<file path="src/bptm_pkg.sv">
package bptm_pkg;

    localparam int BPTM_TOTAL_LIMIT = 4;
    localparam int BPTM_CODE_DEPTH  = 4;
    localparam int BPTM_DATA_DEPTH  = 2;

    typedef enum logic [2:0] {
        K_ADD = 3'd0,
        K_DEL = 3'd1,
        K_CLR = 3'd2,
        K_QAT = 3'd3,
        K_QBT = 3'd4,
        K_UPD = 3'd5
    } kind_t;

    localparam logic [1:0] BP_CODE = 2'd0;
    localparam logic [1:0] TC_CODE = 2'd3;

    typedef struct packed {
        logic load;
        logic add;
        logic clear;
        logic step;
        logic shift;
        logic set_hit;
        logic slot_step;
        logic out_load;
    } bptm_ctl_t;

    typedef struct packed {
        kind_t kind;
        logic  scan_end;
        logic  match;
        logic  slot_last;
        logic  out_free;
    } bptm_st_t;

    // Slot type code: read 0, write 1, access 2, code 3.
    function automatic logic [1:0] slot_tcode(input logic [1:0] bp_type);
        logic [1:0] tc;
        if (bp_type == BP_CODE)
            tc = TC_CODE;
        else
            tc = bp_type - 2'd1;
        return tc;
    endfunction

endpackage

</file>
<file path="src/bptm_if.sv">
interface bptm_req_if;
    logic        valid;
    logic        ready;
    logic [2:0]  kind;
    logic [16:0] address;
    logic [16:0] end_address;
    logic [1:0]  bp_type;

    modport source (output valid, kind, address, end_address, bp_type, input ready);
    modport sink   (input valid, kind, address, end_address, bp_type, output ready);
endinterface

interface bptm_rsp_if;
    logic        valid;
    logic        ready;
    logic        ok;
    logic        hit;
    logic        z0_valid;
    logic [15:0] z0_address;
    logic        z1_valid;
    logic [15:0] z1_address;
    logic        x_valid;
    logic [15:0] x_address;
    logic        y_valid;
    logic [15:0] y_address;
    logic [5:0]  mode;

    modport source (
        output valid, ok, hit, z0_valid, z0_address, z1_valid, z1_address,
               x_valid, x_address, y_valid, y_address, mode,
        input  ready
    );
    modport sink (
        input  valid, ok, hit, z0_valid, z0_address, z1_valid, z1_address,
               x_valid, x_address, y_valid, y_address, mode,
        output ready
    );
endinterface

</file>
<file path="src/breakpoint_table_manager.sv">
// Breakpoint table manager: code and typed data breakpoint tables with slot mapping.
// req channel (valid/ready) carries one command word: kind, address, end_address,
// bp_type. rsp channel (valid/ready) returns exactly one result word per command:
// ok, hit, the Z0/Z1/X/Y slot assignments and the 6-bit mode field.
// One command is in flight at a time; req.ready is high only while the controller
// is idle. Steps from acceptance to the loaded result:
//   add, clear, unused kinds : the execute state, then the done state
//   delete, query at/between : a scan of the code (or data) table to a match, one
//                              table entry compared per cycle by the scan pointer
//   update slots             : one slot filled per cycle, Z0, Z1, X, then Y
// The next command is taken the cycle after the result is loaded.
// The result sits in an output register: the next command is accepted and worked
// on while the previous result waits for rsp.ready; a finished result then waits
// in the controller until the register frees.
// Reset (rst_n low, asynchronous) empties both tables and drops rsp.valid; entries
// are only read below the fill counts, so the tables themselves need no clearing.
module breakpoint_table_manager
    import bptm_pkg::*;
#(
    parameter int TOTAL_LIMIT = BPTM_TOTAL_LIMIT,
    parameter int CODE_DEPTH  = BPTM_CODE_DEPTH,
    parameter int DATA_DEPTH  = BPTM_DATA_DEPTH
)
(
    input  logic       clk,
    input  logic       rst_n,
    bptm_req_if.sink   req,
    bptm_rsp_if.source rsp
);

    bptm_ctl_t ctl;
    bptm_st_t  st;

    bptm_ctrl u_ctrl (
        .clk       (clk),
        .rst_n     (rst_n),
        .req_valid (req.valid),
        .req_ready (req.ready),
        .ctl       (ctl),
        .st        (st)
    );

    bptm_dpath #(
        .TOTAL_LIMIT (TOTAL_LIMIT),
        .CODE_DEPTH  (CODE_DEPTH),
        .DATA_DEPTH  (DATA_DEPTH)
    ) u_dpath (
        .clk         (clk),
        .rst_n       (rst_n),
        .kind        (req.kind),
        .address     (req.address),
        .end_address (req.end_address),
        .bp_type     (req.bp_type),
        .ctl         (ctl),
        .st          (st),
        .rsp         (rsp)
    );

endmodule

</file>
<file path="src/bptm_ctrl.sv">
module bptm_ctrl
    import bptm_pkg::*;
(
    input  logic      clk,
    input  logic      rst_n,
    input  logic      req_valid,
    output logic      req_ready,
    output bptm_ctl_t ctl,
    input  bptm_st_t  st
);

    typedef enum logic [4:0] {
        S_IDLE = 5'b00001,
        S_EXEC = 5'b00010,
        S_SCAN = 5'b00100,
        S_SLOT = 5'b01000,
        S_DONE = 5'b10000
    } state_t;

    state_t state_reg;
    state_t state_next;

    always_ff @(posedge clk or negedge rst_n)
    begin
        if (!rst_n)
            state_reg <= S_IDLE;
        else
            state_reg <= state_next;
    end

    always_comb
    begin
        state_next = state_reg;
        ctl        = '0;
        req_ready  = 1'b0;
        unique case (state_reg)
            S_IDLE:
            begin
                req_ready = 1'b1;
                if (req_valid)
                begin
                    ctl.load   = 1'b1;
                    state_next = S_EXEC;
                end
            end
            S_EXEC:
            begin
                case (st.kind)
                    K_ADD:
                    begin
                        ctl.add    = 1'b1;
                        state_next = S_DONE;
                    end
                    K_CLR:
                    begin
                        ctl.clear  = 1'b1;
                        state_next = S_DONE;
                    end
                    K_DEL, K_QAT, K_QBT: state_next = S_SCAN;
                    K_UPD:               state_next = S_SLOT;
                    default:             state_next = S_DONE;
                endcase
            end
            S_SCAN:
            begin
                if (st.scan_end)
                    state_next = S_DONE;
                else if (st.match)
                begin
                    if (st.kind == K_DEL)
                        ctl.shift = 1'b1;
                    else
                        ctl.set_hit = 1'b1;
                    state_next = S_DONE;
                end
                else
                    ctl.step = 1'b1;
            end
            S_SLOT:
            begin
                ctl.slot_step = 1'b1;
                if (st.slot_last)
                    state_next = S_DONE;
            end
            S_DONE:
            begin
                if (st.out_free)
                begin
                    ctl.out_load = 1'b1;
                    state_next   = S_IDLE;
                end
            end
            default: state_next = S_IDLE;
        endcase
    end

endmodule

</file>
<file path="src/bptm_dpath.sv">
module bptm_dpath
    import bptm_pkg::*;
#(
    parameter int TOTAL_LIMIT = BPTM_TOTAL_LIMIT,
    parameter int CODE_DEPTH  = BPTM_CODE_DEPTH,
    parameter int DATA_DEPTH  = BPTM_DATA_DEPTH
)
(
    input  logic        clk,
    input  logic        rst_n,
    input  logic [2:0]  kind,
    input  logic [16:0] address,
    input  logic [16:0] end_address,
    input  logic [1:0]  bp_type,
    input  bptm_ctl_t   ctl,
    output bptm_st_t    st,
    bptm_rsp_if.source  rsp
);

    localparam int CCW   = $clog2(CODE_DEPTH + 1);
    localparam int DCW   = $clog2(DATA_DEPTH + 1);
    localparam int CIW   = (CODE_DEPTH > 1) ? $clog2(CODE_DEPTH) : 1;
    localparam int DIW   = (DATA_DEPTH > 1) ? $clog2(DATA_DEPTH) : 1;
    localparam int SUM_W = $clog2(CODE_DEPTH + DATA_DEPTH + TOTAL_LIMIT + 1);

    kind_t       kind_reg;
    logic [16:0] addr_reg;
    logic [16:0] end_reg;
    logic [1:0]  type_reg;

    logic [15:0] code_table [CODE_DEPTH];
    logic [17:0] data_table [DATA_DEPTH];

    logic [CCW-1:0] code_cnt_reg;
    logic [DCW-1:0] data_cnt_reg;
    logic [CCW-1:0] ci_reg;
    logic [DCW-1:0] di_reg;
    logic [1:0]     slot_reg;

    logic        ok_reg;
    logic        hit_reg;
    logic        z0v_reg;
    logic [15:0] z0a_reg;
    logic        z1v_reg;
    logic [15:0] z1a_reg;
    logic        xv_reg;
    logic [15:0] xa_reg;
    logic [1:0]  xt_reg;
    logic        yv_reg;
    logic [15:0] ya_reg;
    logic [1:0]  yt_reg;

    logic        out_valid_reg;
    logic        o_ok_reg;
    logic        o_hit_reg;
    logic        o_z0v_reg;
    logic [15:0] o_z0a_reg;
    logic        o_z1v_reg;
    logic [15:0] o_z1a_reg;
    logic        o_xv_reg;
    logic [15:0] o_xa_reg;
    logic        o_yv_reg;
    logic [15:0] o_ya_reg;
    logic [5:0]  o_mode_reg;

    logic [15:0] code_word;
    logic [17:0] data_word;
    logic [15:0] waddr;
    logic [15:0] wend;
    logic [17:0] dkey;
    logic        use_data;
    logic        code_av;
    logic        data_av;
    logic        add_ok;
    logic        add_code;
    logic        add_data;
    logic        out_free;
    logic [15:0] pick_addr;
    logic [1:0]  pick_tc;

    assign code_word = code_table[ci_reg[CIW-1:0]];
    assign data_word = data_table[di_reg[DIW-1:0]];
    assign waddr     = addr_reg[16:1];
    assign wend      = end_reg[16:1];
    assign dkey      = {type_reg, addr_reg[15:0]};
    assign use_data  = (kind_reg == K_DEL) && (type_reg != BP_CODE);
    assign code_av   = ci_reg < code_cnt_reg;
    assign data_av   = di_reg < data_cnt_reg;
    assign add_ok    = (SUM_W'(code_cnt_reg) + SUM_W'(data_cnt_reg)) < SUM_W'(TOTAL_LIMIT);
    assign add_code  = add_ok && (type_reg == BP_CODE) && (code_cnt_reg != CCW'(CODE_DEPTH));
    assign add_data  = add_ok && (type_reg != BP_CODE) && (data_cnt_reg != DCW'(DATA_DEPTH));
    assign out_free  = !out_valid_reg || rsp.ready;
    assign pick_addr = code_av ? code_word : data_word[15:0];
    assign pick_tc   = code_av ? TC_CODE : slot_tcode(data_word[17:16]);

    always_comb
    begin
        st.kind      = kind_reg;
        st.scan_end  = use_data ? !data_av : !code_av;
        st.slot_last = slot_reg == 2'd3;
        st.out_free  = out_free;
        case (kind_reg)
            K_DEL:   st.match = use_data ? (data_word == dkey) : (code_word == waddr);
            K_QAT:   st.match = code_word == waddr;
            K_QBT:   st.match = (code_word >= waddr) && (code_word < wend);
            default: st.match = 1'b0;
        endcase
    end

    // hold the command kind, counts, scan pointers and slot counter
    always_ff @(posedge clk or negedge rst_n)
    begin
        if (!rst_n)
        begin
            kind_reg     <= K_ADD;
            code_cnt_reg <= '0;
            data_cnt_reg <= '0;
            ci_reg       <= '0;
            di_reg       <= '0;
            slot_reg     <= '0;
        end
        else
        begin
            if (ctl.load)
            begin
                kind_reg <= kind_t'(kind);
                ci_reg   <= '0;
                di_reg   <= '0;
                slot_reg <= '0;
            end
            if (ctl.add && add_code)
                code_cnt_reg <= code_cnt_reg + CCW'(1);
            if (ctl.add && add_data)
                data_cnt_reg <= data_cnt_reg + DCW'(1);
            if (ctl.clear)
            begin
                code_cnt_reg <= '0;
                data_cnt_reg <= '0;
            end
            if (ctl.shift)
            begin
                if (use_data)
                    data_cnt_reg <= data_cnt_reg - DCW'(1);
                else
                    code_cnt_reg <= code_cnt_reg - CCW'(1);
            end
            if (ctl.step)
            begin
                if (use_data)
                    di_reg <= di_reg + DCW'(1);
                else
                    ci_reg <= ci_reg + CCW'(1);
            end
            if (ctl.slot_step)
            begin
                slot_reg <= slot_reg + 2'd1;
                if (code_av)
                    ci_reg <= ci_reg + CCW'(1);
                else if (data_av && slot_reg[1])
                    di_reg <= di_reg + DCW'(1);
            end
        end
    end

    always_ff @(posedge clk)
    begin
        if (ctl.load)
        begin
            addr_reg <= address;
            end_reg  <= end_address;
            type_reg <= bp_type;
            ok_reg   <= 1'b0;
            hit_reg  <= 1'b0;
            z0v_reg  <= 1'b0;
            z0a_reg  <= '0;
            z1v_reg  <= 1'b0;
            z1a_reg  <= '0;
            xv_reg   <= 1'b0;
            xa_reg   <= '0;
            xt_reg   <= '0;
            yv_reg   <= 1'b0;
            ya_reg   <= '0;
            yt_reg   <= '0;
        end
        if ((ctl.add && (add_code || add_data)) || ctl.clear || ctl.shift || ctl.slot_step)
            ok_reg <= 1'b1;
        if (ctl.set_hit)
            hit_reg <= 1'b1;
        if (ctl.slot_step)
        begin
            case (slot_reg)
                2'd0:
                begin
                    z0v_reg <= code_av;
                    z0a_reg <= code_av ? code_word : 16'd0;
                end
                2'd1:
                begin
                    z1v_reg <= code_av;
                    z1a_reg <= code_av ? code_word : 16'd0;
                end
                2'd2:
                begin
                    if (code_av || data_av)
                    begin
                        xv_reg <= 1'b1;
                        xa_reg <= pick_addr;
                        xt_reg <= pick_tc;
                    end
                end
                default:
                begin
                    if (code_av || data_av)
                    begin
                        yv_reg <= 1'b1;
                        ya_reg <= pick_addr;
                        yt_reg <= pick_tc;
                    end
                end
            endcase
        end
    end

    // append on add, close the gap on delete
    for (genvar k = 0; k < CODE_DEPTH; k++)
    begin : g_code
        if (k < CODE_DEPTH - 1)
        begin : g_mid
            always_ff @(posedge clk)
            begin
                if (ctl.add && add_code && (code_cnt_reg == CCW'(k)))
                    code_table[k] <= waddr;
                else if (ctl.shift && !use_data && (ci_reg <= CCW'(k)))
                    code_table[k] <= code_table[k + 1];
            end
        end
        else
        begin : g_last
            always_ff @(posedge clk)
            begin
                if (ctl.add && add_code && (code_cnt_reg == CCW'(k)))
                    code_table[k] <= waddr;
            end
        end
    end

    for (genvar k = 0; k < DATA_DEPTH; k++)
    begin : g_data
        if (k < DATA_DEPTH - 1)
        begin : g_mid
            always_ff @(posedge clk)
            begin
                if (ctl.add && add_data && (data_cnt_reg == DCW'(k)))
                    data_table[k] <= dkey;
                else if (ctl.shift && use_data && (di_reg <= DCW'(k)))
                    data_table[k] <= data_table[k + 1];
            end
        end
        else
        begin : g_last
            always_ff @(posedge clk)
            begin
                if (ctl.add && add_data && (data_cnt_reg == DCW'(k)))
                    data_table[k] <= dkey;
            end
        end
    end

    always_ff @(posedge clk or negedge rst_n)
    begin
        if (!rst_n)
            out_valid_reg <= 1'b0;
        else if (ctl.out_load)
            out_valid_reg <= 1'b1;
        else if (rsp.ready)
            out_valid_reg <= 1'b0;
    end

    always_ff @(posedge clk)
    begin
        if (ctl.out_load)
        begin
            o_ok_reg   <= ok_reg;
            o_hit_reg  <= hit_reg;
            o_z0v_reg  <= z0v_reg;
            o_z0a_reg  <= z0a_reg;
            o_z1v_reg  <= z1v_reg;
            o_z1a_reg  <= z1a_reg;
            o_xv_reg   <= xv_reg;
            o_xa_reg   <= xa_reg;
            o_yv_reg   <= yv_reg;
            o_ya_reg   <= ya_reg;
            o_mode_reg <= {xv_reg, yv_reg, xt_reg, yt_reg};
        end
    end

    assign rsp.valid      = out_valid_reg;
    assign rsp.ok         = o_ok_reg;
    assign rsp.hit        = o_hit_reg;
    assign rsp.z0_valid   = o_z0v_reg;
    assign rsp.z0_address = o_z0a_reg;
    assign rsp.z1_valid   = o_z1v_reg;
    assign rsp.z1_address = o_z1a_reg;
    assign rsp.x_valid    = o_xv_reg;
    assign rsp.x_address  = o_xa_reg;
    assign rsp.y_valid    = o_yv_reg;
    assign rsp.y_address  = o_ya_reg;
    assign rsp.mode       = o_mode_reg;

    a_code_cnt: assert property (@(posedge clk) disable iff (!rst_n)
        code_cnt_reg <= CCW'(CODE_DEPTH))
        else $error("code count beyond table depth");

    a_data_cnt: assert property (@(posedge clk) disable iff (!rst_n)
        data_cnt_reg <= DCW'(DATA_DEPTH))
        else $error("data count beyond table depth");

    a_total: assert property (@(posedge clk) disable iff (!rst_n)
        (SUM_W'(code_cnt_reg) + SUM_W'(data_cnt_reg)) <= SUM_W'(TOTAL_LIMIT))
        else $error("breakpoint total beyond limit");

    a_no_overwrite: assert property (@(posedge clk) disable iff (!rst_n)
        ctl.out_load |-> (!out_valid_reg || rsp.ready))
        else $error("pending result overwritten");

    a_slot_order: assert property (@(posedge clk) disable iff (!rst_n)
        ctl.out_load |=> ((!o_yv_reg || o_xv_reg) && (!o_z1v_reg || o_z0v_reg)))
        else $error("slot assigned out of order");

endmodule
</file>
<file path="src/flat_wrapper.sv">
// flat-port wrapper written by rule: the top's interface ports become plain ports
module breakpoint_table_manager_flat import bptm_pkg::*;
#(
    parameter int TOTAL_LIMIT = BPTM_TOTAL_LIMIT,
    parameter int CODE_DEPTH  = BPTM_CODE_DEPTH,
    parameter int DATA_DEPTH  = BPTM_DATA_DEPTH
)
  (clk, rst_n, req_valid, req_kind, req_address, req_end_address, req_bp_type, req_ready, rsp_valid, rsp_ok, rsp_hit, rsp_z0_valid, rsp_z0_address, rsp_z1_valid, rsp_z1_address, rsp_x_valid, rsp_x_address, rsp_y_valid, rsp_y_address, rsp_mode, rsp_ready);
  bptm_req_if req_i ();
  bptm_rsp_if rsp_i ();
  input  logic clk;
  input  logic rst_n;
  input wire logic [$bits(req_i.valid)-1:0] req_valid;
  input wire logic [$bits(req_i.kind)-1:0] req_kind;
  input wire logic [$bits(req_i.address)-1:0] req_address;
  input wire logic [$bits(req_i.end_address)-1:0] req_end_address;
  input wire logic [$bits(req_i.bp_type)-1:0] req_bp_type;
  output wire logic [$bits(req_i.ready)-1:0] req_ready;
  output wire logic [$bits(rsp_i.valid)-1:0] rsp_valid;
  output wire logic [$bits(rsp_i.ok)-1:0] rsp_ok;
  output wire logic [$bits(rsp_i.hit)-1:0] rsp_hit;
  output wire logic [$bits(rsp_i.z0_valid)-1:0] rsp_z0_valid;
  output wire logic [$bits(rsp_i.z0_address)-1:0] rsp_z0_address;
  output wire logic [$bits(rsp_i.z1_valid)-1:0] rsp_z1_valid;
  output wire logic [$bits(rsp_i.z1_address)-1:0] rsp_z1_address;
  output wire logic [$bits(rsp_i.x_valid)-1:0] rsp_x_valid;
  output wire logic [$bits(rsp_i.x_address)-1:0] rsp_x_address;
  output wire logic [$bits(rsp_i.y_valid)-1:0] rsp_y_valid;
  output wire logic [$bits(rsp_i.y_address)-1:0] rsp_y_address;
  output wire logic [$bits(rsp_i.mode)-1:0] rsp_mode;
  input wire logic [$bits(rsp_i.ready)-1:0] rsp_ready;
  assign req_i.valid = req_valid;
  assign req_i.kind = req_kind;
  assign req_i.address = req_address;
  assign req_i.end_address = req_end_address;
  assign req_i.bp_type = req_bp_type;
  assign req_ready = req_i.ready;
  assign rsp_valid = rsp_i.valid;
  assign rsp_ok = rsp_i.ok;
  assign rsp_hit = rsp_i.hit;
  assign rsp_z0_valid = rsp_i.z0_valid;
  assign rsp_z0_address = rsp_i.z0_address;
  assign rsp_z1_valid = rsp_i.z1_valid;
  assign rsp_z1_address = rsp_i.z1_address;
  assign rsp_x_valid = rsp_i.x_valid;
  assign rsp_x_address = rsp_i.x_address;
  assign rsp_y_valid = rsp_i.y_valid;
  assign rsp_y_address = rsp_i.y_address;
  assign rsp_mode = rsp_i.mode;
  assign rsp_i.ready = rsp_ready;
  breakpoint_table_manager #(.TOTAL_LIMIT(TOTAL_LIMIT), .CODE_DEPTH(CODE_DEPTH), .DATA_DEPTH(DATA_DEPTH)) u_core (.clk(clk), .rst_n(rst_n), .req(req_i), .rsp(rsp_i));
endmodule
</file>
<file path="config.mk">
export PLATFORM = sky130hd
export DESIGN_NAME = breakpoint_table_manager_flat
export DESIGN_NICKNAME = d
export VERILOG_FILES = /design/src/bptm_pkg.sv /design/src/bptm_if.sv /design/src/breakpoint_table_manager.sv /design/src/bptm_ctrl.sv /design/src/bptm_dpath.sv /design/src/flat_wrapper.sv
export SDC_FILE = /design/constraint.sdc
export NUM_CORES = 1
export LEC_CHECK = 0
export BUFFER_PORTS_ARGS = -buffer_cell sky130_fd_sc_hd__buf_2
export CAP_MARGIN = 20
export CORE_MARGIN = 8
export CORE_UTILIZATION = 52
export DETAILED_ROUTE_END_ITERATION = 6
export PLACE_DENSITY_LB_ADDON = 0.1
export SYNTH_ARGS = -nofsm -noshare
export SYNTH_HDL_FRONTEND = slang
export SYNTH_SLANG_ARGS = --single-unit
</file>
<file path="constraint.sdc">
create_clock -name clk -period 11.5 [get_ports clk]
set_input_delay 1.725 -clock clk [delete_from_list [all_inputs] [get_ports clk]]
set_output_delay 1.725 -clock clk [all_outputs]
set_load 0.01 [all_outputs]
</file>
* Word level (Yosys, flattened, before mapping)
Memories as Yosys holds them, arrays and structs flattened.
Index checks and enable logic that the tools add are counted.
** Storage, ports and cells
- Register bits after elaboration :: 207
- Bits in latches :: 0
- RAM bits :: 100
- Bits in read-only memories :: 0
- Input bits :: 43
- Output and inout port bits :: 78
- Logic and storage cells :: 251
- Memories kept :: 2
** Memories
- u_core.u_dpath.code_table :: depth 4, width 16, read ports 4, clocked after Yosys merged registers in 0, wr ports 3, RTL line bptm_dpath.sv:31 : logic [15:0] code_table [CODE_DEPTH];
- u_core.u_dpath.data_table :: depth 2, width 18, read ports 2, clocked after Yosys merged registers in 0, wr ports 1, RTL line bptm_dpath.sv:32 : logic [17:0] data_table [DATA_DEPTH];
** Operators by class
- $add $sub $neg :: 9
- Multiply operators :: 0
- Div/mod/pow operators :: 0
- $lt $le $gt $ge :: 9
- Equal/unequal tests :: 25
- Shift-type cells :: 0
- Multiplexer cells :: 122
- Bitwise logic cells :: 4
- Reduce and logical (&&, ||, !) cells :: 46
** Operators with widths (number)
- two-way mux 16 bit :: 20
- two-way mux 1 bit :: 56
- two-way mux 2 bit :: 25
- two-way mux 18 bit :: 2
- two-way mux 3 bit :: 11
- two-way mux 5 bit :: 5
- one-hot mux 5 bit (5 select lines) :: 1
- logical AND 1 bit :: 22
- equality test 18 bit :: 1
- OR reduction 18 bit :: 1
- equality test 16 bit :: 1
- >= comparator 16 bit :: 1
- < comparator 16 bit :: 1
- OR reduction 16 bit :: 1
- equality test 3 x 2 -> 1 bit (second input constant) :: 4
- one-hot mux 5 bit (2 select lines) :: 1
- logical NOT 2 bit :: 4
- adder 2 x 1 -> 2 bit (second input constant) :: 3
- adder 3 x 1 -> 3 bit (second input constant) :: 2
- equality test 3 x 1 -> 1 bit (second input constant) :: 2
- equality test 3 bit (second input constant) :: 2
- <= comparator 3 x 1 -> 1 bit (second input constant) :: 2
- logical NOT 3 bit :: 2
- logical OR 1 bit :: 6
- other kinds (25) :: 39

* Depth between registers and ports, before layout
Gate-level depths: netlist of the first run.
- Depth in word-level cells :: 14
- Gate-level depth with buffers :: 12
- Gate-level depth less buffers :: 11

* Cells and area by module
From an unflattened synthesis of the first run, not the netlist that was laid out.
** Unflattened totals
- Cell total of the unflattened synthesis :: 907
- Area total of the unflattened synthesis :: 12898.6 µm²
** By module, submodules not included
- bptm_dpath :: instances 1, cells an instance 868, area an instance 12509.5 µm², sequential area each 8157.8 µm²
- bptm_ctrl :: instances 1, cells an instance 39, area an instance 389.1 µm², sequential area each 126.4 µm²

* Worst setup path after synthesis of the first run
Ideal clock, no wire load.
- Path type :: input port to flip-flop
- Start :: in rsp_ready
- End :: reg u_core.u_dpath.o_hit_reg (netlist: u_core.u_dpath.rsp.hit) (enable)
- Setup time :: 0.507 ns
- Arrival time :: 4.876 ns
- Required time :: 10.993 ns
- Slack :: 6.117 ns
- Stages :: 2
- Path buffers :: 0
- Cells stage by stage :: nor2b_1 -> nor2_1
** RTL lines
- start, declared :: RTL line flat_wrapper.sv:31 : input wire logic [$bits(rsp_i.ready)-1:0] rsp_ready;
- end signal, assigned :: RTL line bptm_dpath.sv:284 : o_hit_reg <= hit_reg;
- end, declared :: RTL line bptm_dpath.sv:55 : logic o_hit_reg;

==> flow_summary_export.csv, run 1 <==
group,metric,value,unit
run_status,outcome,"completed",
clock_network,cts_resized,0,
detailed_routing,wirelength,28.0,mm
clock_network,clkTransAtPathRegs,0.06,ns
grt,grt_max_degree,73,
detailed_routing,wl_per_cell,19.1,µm
final_layout,drive_gt1_share,19.6,%
clock_network,cts_tree,"built",
grt,grt_pass1_vias,7752,
die,rows,57,
setup_path,worstReg2RegEnd,"u_core.u_dpath.code_table[0][15]",
clock_network,cts_sinks,304,
timing,worst_pin_slew,1.00,ns
setup_path,r2r-start,"u_core.u_dpath.ci_reg[1]",
setup_path,start_kind,"flip-flop",
logic_synthesis,synth_fp_nets,1086,
setup_path,rr_worst_depth,10,
final_layout,register_area,8280,µm²
clock_network,cts_setup_buffers,0,
pwr,powerDensity,191,nW/µm²
grt,antenna_found_initial,0,
setup_path,required,11.69,ns
grt,grt_pass1_wl,43.2,mm
die,core,24100,µm²
detailed_routing,dr.pass1.iters,5,
hold_path,whs_path_depth,0,
detailed_routing,via_count,7966,
placed_design,port_buffers,119,
pwr,ir_drop,0.000122,V
detailed_routing,postRouteAntennaNets,0,
placed_design,gp_congestion,0.839,
final_layout,fill_cells,1984,
logic_synthesis,yosysTopAreaCell,"edfxtp_1",
logic_synthesis,synth.top_cell.area_share,49.6,%
logic_synthesis,netlist_top_cells_area,"edfxtp_1, dfxtp_1, o21ai_0",
clock_network,cts-root-buf,"clkbuf_16",
placed_design,dp_hpwl,19.9,mm
final_layout,largest_reg_flops,64,
logic_synthesis,synth.ff_latch_count,304,
logic_synthesis,ys_seq_area_share,65.5,%
hold_path,worstHoldPathType,"reg -> reg",
clock_network,numCtsBuffers,30,
grt,grt_remaining_overflow,0,
timing,maxSlewViolCount,0,
timing,timing.final.crit_share,41.7,%
timing,slew_headroom,32.9,%
pwr,p_leak,5.45,nW
logic_synthesis,synth.distinct_cells,59,
logic_synthesis,synth_area,12700,µm²
pwr,total_power,2.80,mW
hold_path,hold_path_end,"u_core.u_dpath.rsp.x_valid",
final_layout,multi_input_area,3980,µm²
logic_synthesis,synth_edf_count,209,
setup_path,rrSetupSlack,6.70,ns
die,io_pins,121,
timing,finalHoldViolations,0,
final_layout,num-nets-final,1212,
timing,setup_viol,0,
clock_network,cts_max_level,1,
setup_path,worstPathArrival,4.98,ns
timing,max_clock_freq,208,MHz
die,die_h,172,µm
timing,rsz0062_at_grt,"no",
logic_synthesis,syn-mean-instance-area,12.8,µm²
grt,grt_usage,18.8,%
logic_synthesis,ys.flop_type,"edfxtp_1",
die,start_util,52.5,%
job,cap_violations,0,
setup_path,path_class,"reg -> reg",
clock_network,clk_latency,0.57,ns
detailed_routing,vias_per_cell,5.44,
setup_path,cp-end-kind,"flip-flop",
final_layout,antenna_cells,0,
clock_network,hold_buffers,0,
die,die_w,172,µm
timing,fin_skew,0.0201,ns
logic_synthesis,synthArstFlopShare,6.91,%
logic_synthesis,ys_warn_count,0,
hold_path,min_from,"u_core.u_dpath.xv_reg",
detailed_routing,drtIter0Drc,573,
timing,holdWs,0.428,ns
logic_synthesis,synthCells,990,
timing,min_period,4.80,ns
die,dieArea,29600,µm²
clock_network,cts_max_path_buffers,3,
final_layout,areaGrowthSynthToFinish,15.8,%
detailed_routing,drc,0,
setup_path,cp_max_fo,32,
timing,tns,0,ns
==> kinds of logic (layout without fill, tap and decap cells) <==
kind of cell / count (synthesis) / count (layout) / share of synthesized area (%)
DFF: 304 / 304 / 65.5
adders and majority gates: 53 / 53 / 5.24
AOI/OAI and AO/OA: 213 / 213 / 10.0
buffers and inverters: 92 / 242 / 3.22
and+or+nand+nor: 262 / 262 / 9.26
xor gates and xnor gates: 19 / 19 / 1.32
muxes: 47 / 47 / 5.49
==> placed cells by master (no fill, tap or decap), types with 3 or more instances in the layout <==
master,count
nor3_2,3
clkinv_2,6
nor2b_1,3
edfxtp_1,209
clkbuf_1,5
dfxtp_1,74
buf_4,14
nand3b_1,4
bufinv_16,4
o21ai_1,4
o21ai_0,133
nor3_1,11
mux2i_1,20
dfrtp_1,20
o31ai_1,4
clkbuf_8,5
inv_1,51
nand2b_1,3
mux2_2,7
mux4_2,16
nand2_1,159
a22o_1,14
buf_2,119
a21oi_1,19
ha_1,53
and2_1,7
nor2_1,20
a21o_1,10
xnor2_1,18
o31a_1,9
nand4_1,6
clkbuf_16,30
nor4_1,7
nand3_1,29
==> how the worst max path moves through the flow <==
stage	from	end	slack, ns
after floorplan	rsp_ready	u_core.u_dpath.rsp.hit	6.12
after global placement	u_core.u_dpath.ci_reg[1]	u_core.u_dpath.code_table[0][1]	6.70
after detailed placement	u_core.u_dpath.ci_reg[1]	u_core.u_dpath.code_table[0][1]	6.65
after CTS	u_core.u_dpath.ci_reg[1]	u_core.u_dpath.code_table[0][15]	6.63
after global routing	u_core.u_dpath.ci_reg[1]	u_core.u_dpath.code_table[0][4]	6.51
final	u_core.u_dpath.ci_reg[1]	u_core.u_dpath.code_table[0][15]	6.70
==> stage by stage <==
stage	std cells	instance area, µm²	utilization (%)	setup WS (ns)
floorplan	990	12700	-	6.12
global placement	1407	13600	56.3	6.70
detailed placement	1408	13600	56.4	6.65
CTS	1464	14600	60.8	6.63
global route	1464	14600	60.8	6.51
finish	1464	14600	60.8	6.70
==> power by group <==
part	switching, mW	internal (mW)
Combinational	0.300	0.149
Clock	0.418	0.606
Sequential	0.0615	1.26
==> cells in the mapped netlist (all sizes together), types with 4 or more instances <==
master    n
mux4     16
nand3    29
mux2i    21
nor2     21
clkbuf   20
mux2     10
nand3b    4
o31a      9
o31ai     4
nand4     6
ha       53
a22o     14
buf      20
nor3     14
edfxtp  209
and2      7
inv      52
dfxtp    74
o21ai   138
xnor2    18
nor4      7
dfrtp    20
nand2   159
a21oi    19
a21o     10
==> per-layer routing <==
metal	up-vias	track usage [%]	part of all wire, %
met4	0	5.21	2.5
met2	228	30.9	46
li1	3865	-	-
met1	3827	26.1	45
met3	46	2.44	5.7
met5	-	0	0
==> layout make-up <==
cell class,instances,share of cell area (%)
Sequential cell,304,56.6
Clock inverter,16,1.47
Tap cell,324,2.77
Multi-Input combinational cell,594,27.2
Clock buffer,40,5.72
Timing Repair Buffer,134,4.97
Inverter,52,1.33
==> critical path, cell delays in order, from the launching register on <==
cell	delay (ns)
dfrtp_1	0.65
buf_4	0.30
mux4_2	0.42
ha_1	0.36
nand4_1	0.15
nor4_1	0.67
nand4_1	0.28
or3_1	0.47
nor3b_2	0.18
buf_4	0.32
a21o_1	0.60
Power figures use the tool's default switching activity.
==> inputs of run 2 (changes only) <==
Clock period 11.5 ns to 4.41 ns, I/O delays scaled along.
==> run 2 against run 1 <==
Worst setup slack lost 6.2 ns. Sequential power grew to 2.6 times the previous value. Clock skew grew 0.00072 ns. Utilization is 1.0 points higher. Register-to-register slack got worse by 6.2 ns. Hold slack lost 0.35 ns. Fmax grew 24%. First-iteration DRC count fell by 3.8%. Clock power grew to 2.5 times the previous value. Cell count increased by 2.0%. Wire length is essentially flat. Cell area is 1.6% higher. Highest routed layer unchanged.
==> flow_summary_export.csv, run 2 (synthesized netlist as in run 1, its figures left out) <==
group,metric,value,unit
setup_path,crit_path_end,"u_core.u_dpath.code_table[2][3]",
setup_path,path_cells,"mux4_2 -> buf_4 -> ha_1 -> a21oi_1 -> nand2_1 -> a21oi_1 -> o21ai_0 -> a211oi_2 -> o21ai_0 -> buf_4 -> o41ai_4 -> buf_12",
setup_path,path_buf_inv,3,
die,start_util,52.5,%
setup_path,cp_top_family,"compound AO/OA/AOI/OAI gates",
setup_path,cpMaxStageDelayCell,"dfrtp_1",
final_layout,final_common_cell,"edfxtp_1",
hold_path,worstHoldPathType,"in -> async",
final_layout,largest_reg_flops,64,
pwr,p_seq_share,47.9,%
pwr,clkPwrFrac,35.7,%
grt,antenna_found_initial,0,
timing,worst_pin_slew,0.926,ns
setup_path,max_stage_delay,0.78,ns
clock_network,cts-root-buf,"clkbuf_16",
timing,rsz0062_at_grt,"no",
pwr,internal_power,5.20,mW
die,die_w,172,µm
die,die_h,172,µm
timing,holdWs,0.0734,ns
final_layout,num-nets-final,1241,
timing,slew_headroom,37.8,%
setup_path,path_class,"reg -> reg",
clock_network,cts_resized,0,
run_status,outcome,"completed",
grt,grt_remaining_overflow,0,
pwr,powerDensity,484,nW/µm²
timing,timing.final.crit_share,87.7,%
final_layout,instances_no_fill,1493,
timing,max_clock_freq,259,MHz
die,rows,57,
final_layout,mostFrequentLayoutCells,"edfxtp_1, nand2_1, o21ai_0, buf_2, dfxtp_1",
setup_path,start_kind,"flip-flop",
timing,maxSlewViolCount,0,
detailed_routing,wirelength,28.0,mm
timing,min_period,3.87,ns
setup_path,rrSetupSlack,0.54,ns
detailed_routing,drc,0,
placed_design,dp_hpwl,20.6,mm
grt,grt_pass1_wl,43.2,mm
clock_network,cts_sinks,304,
die,core,24100,µm²
grt,grt_pass1_vias,7781,
final_layout,areaGrowthSynthToFinish,17.7,%
pwr,ir_drop,0.000347,V
placed_design,place_ws,0.502,ns
final_layout,antenna_cells,0,
detailed_routing,postRouteAntennaNets,0,
setup_path,cp-end-kind,"flip-flop",
job,cap_violations,0,
timing,setup_viol,0,
setup_path,worstPathArrival,4.13,ns
setup_path,crit_path_start,"u_core.u_dpath.ci_reg[1]",
detailed_routing,via_count,8014,
pwr,p_leak,5.58,nW
pwr,power_frac_comb,16.3,%
detailed_routing,vias_per_cell,5.37,
final_layout,drive_gt1_share,21.4,%
placed_design,place_inst,1437,
setup_path,cp_max_fo,16,
timing,tns,0,ns
clock_network,clk_latency,0.57,ns
detailed_routing,drtIter0Drc,551,
setup_path,worstReg2RegEnd,"u_core.u_dpath.code_table[2][3]",
setup_path,r2r-start,"u_core.u_dpath.ci_reg[1]",
setup_path,rr_worst_depth,12,
placed_design,port_buffers,119,
clock_network,cts_max_path_buffers,3,
clock_network,clkTransAtPathRegs,0.06,ns
setup_path,required,4.68,ns
final_layout,utilization,61.8,%
timing,fin_skew,0.0208,ns
detailed_routing,dr.pass1.iters,4,
clock_network,cts_max_level,1,
pwr,p_sw_share,27.9,%
die,io_pins,121,
clock_network,cts_setup_buffers,0,
die,dieArea,29600,µm²
pwr,netSwitchingPower,2.01,mW
detailed_routing,wl_per_cell,18.7,µm
timing,timing.final.ws_setup,0.543,ns
grt,grt_max_degree,75,
setup_path,worst-path-stages,12,
timing,finalHoldViolations,0,
placed_design,gp_congestion,0.831,
clock_network,cts_tree,"built",
final_layout,fill_cells,1969,
clock_network,hold_buffers,0,
clock_network,numCtsBuffers,30,
grt,grt_usage,19.0,%
## run 2: per-stage QoR
stage          total power [mW]  instance area [µm²]
2_1_floorplan              4.23                12700
3_3_place_gp               4.67                13900
3_5_place_dp               4.69                13900
4_1_cts                    7.27                14900
5_1_grt                    7.52                14900
6_report                   7.21                14900
## run 2: routing by layer
layer | global-route usage (%) | up-vias | wire [µm]
met5 | 0 | - | 0
met4 | 5.77 | 0 | 707
met3 | 2.63 | 40 | 1480
met2 | 30.9 | 209 | 13000
met1 | 26.1 | 3838 | 12800
li1 | - | 3927 | -
## run 2: power by group through the flow
| stage | clock [mW] | sequential [mW] | combinational (mW) |
|---|---|---|---|
| 6_report | 2.58 | 3.46 | 1.18 |
| 5_1_grt | 2.73 | 3.48 | 1.31 |
| 4_1_cts | 2.62 | 3.45 | 1.19 |
| 3_5_place_dp | 0 | 3.51 | 1.18 |
| 3_3_place_gp | 0 | 3.51 | 1.17 |
| 2_1_floorplan | 0 | 3.47 | 0.766 |
## run 2: worst min-delay path by stage
stage,cells after the start,end
finish,1,u_core.u_dpath.data_cnt_reg[1]
global route,1,u_core.u_ctrl.state_reg[1]
CTS,1,u_core.u_ctrl.state_reg[2]
detailed placement,0,u_core.u_dpath.rsp.mode[4]
global placement,0,u_core.u_dpath.rsp.z0_address[8]
floorplan,0,u_core.u_ctrl.state_reg[1]
## run 2: layout make-up
| type | count | area, µm² | share of cell area (%) |
|---|---|---|---|
| sequential | 304 | 8280 | 55.6 |
| tap | 324 | 405 | 2.72 |
| clock buffer | 43 | 881 | 5.92 |
| timing repair buffer | 163 | 976 | 6.55 |
| inverter | 52 | 195 | 1.31 |
| clock inverter | 13 | 143 | 0.958 |
| multi-input combinational | 594 | 4010 | 26.9 |
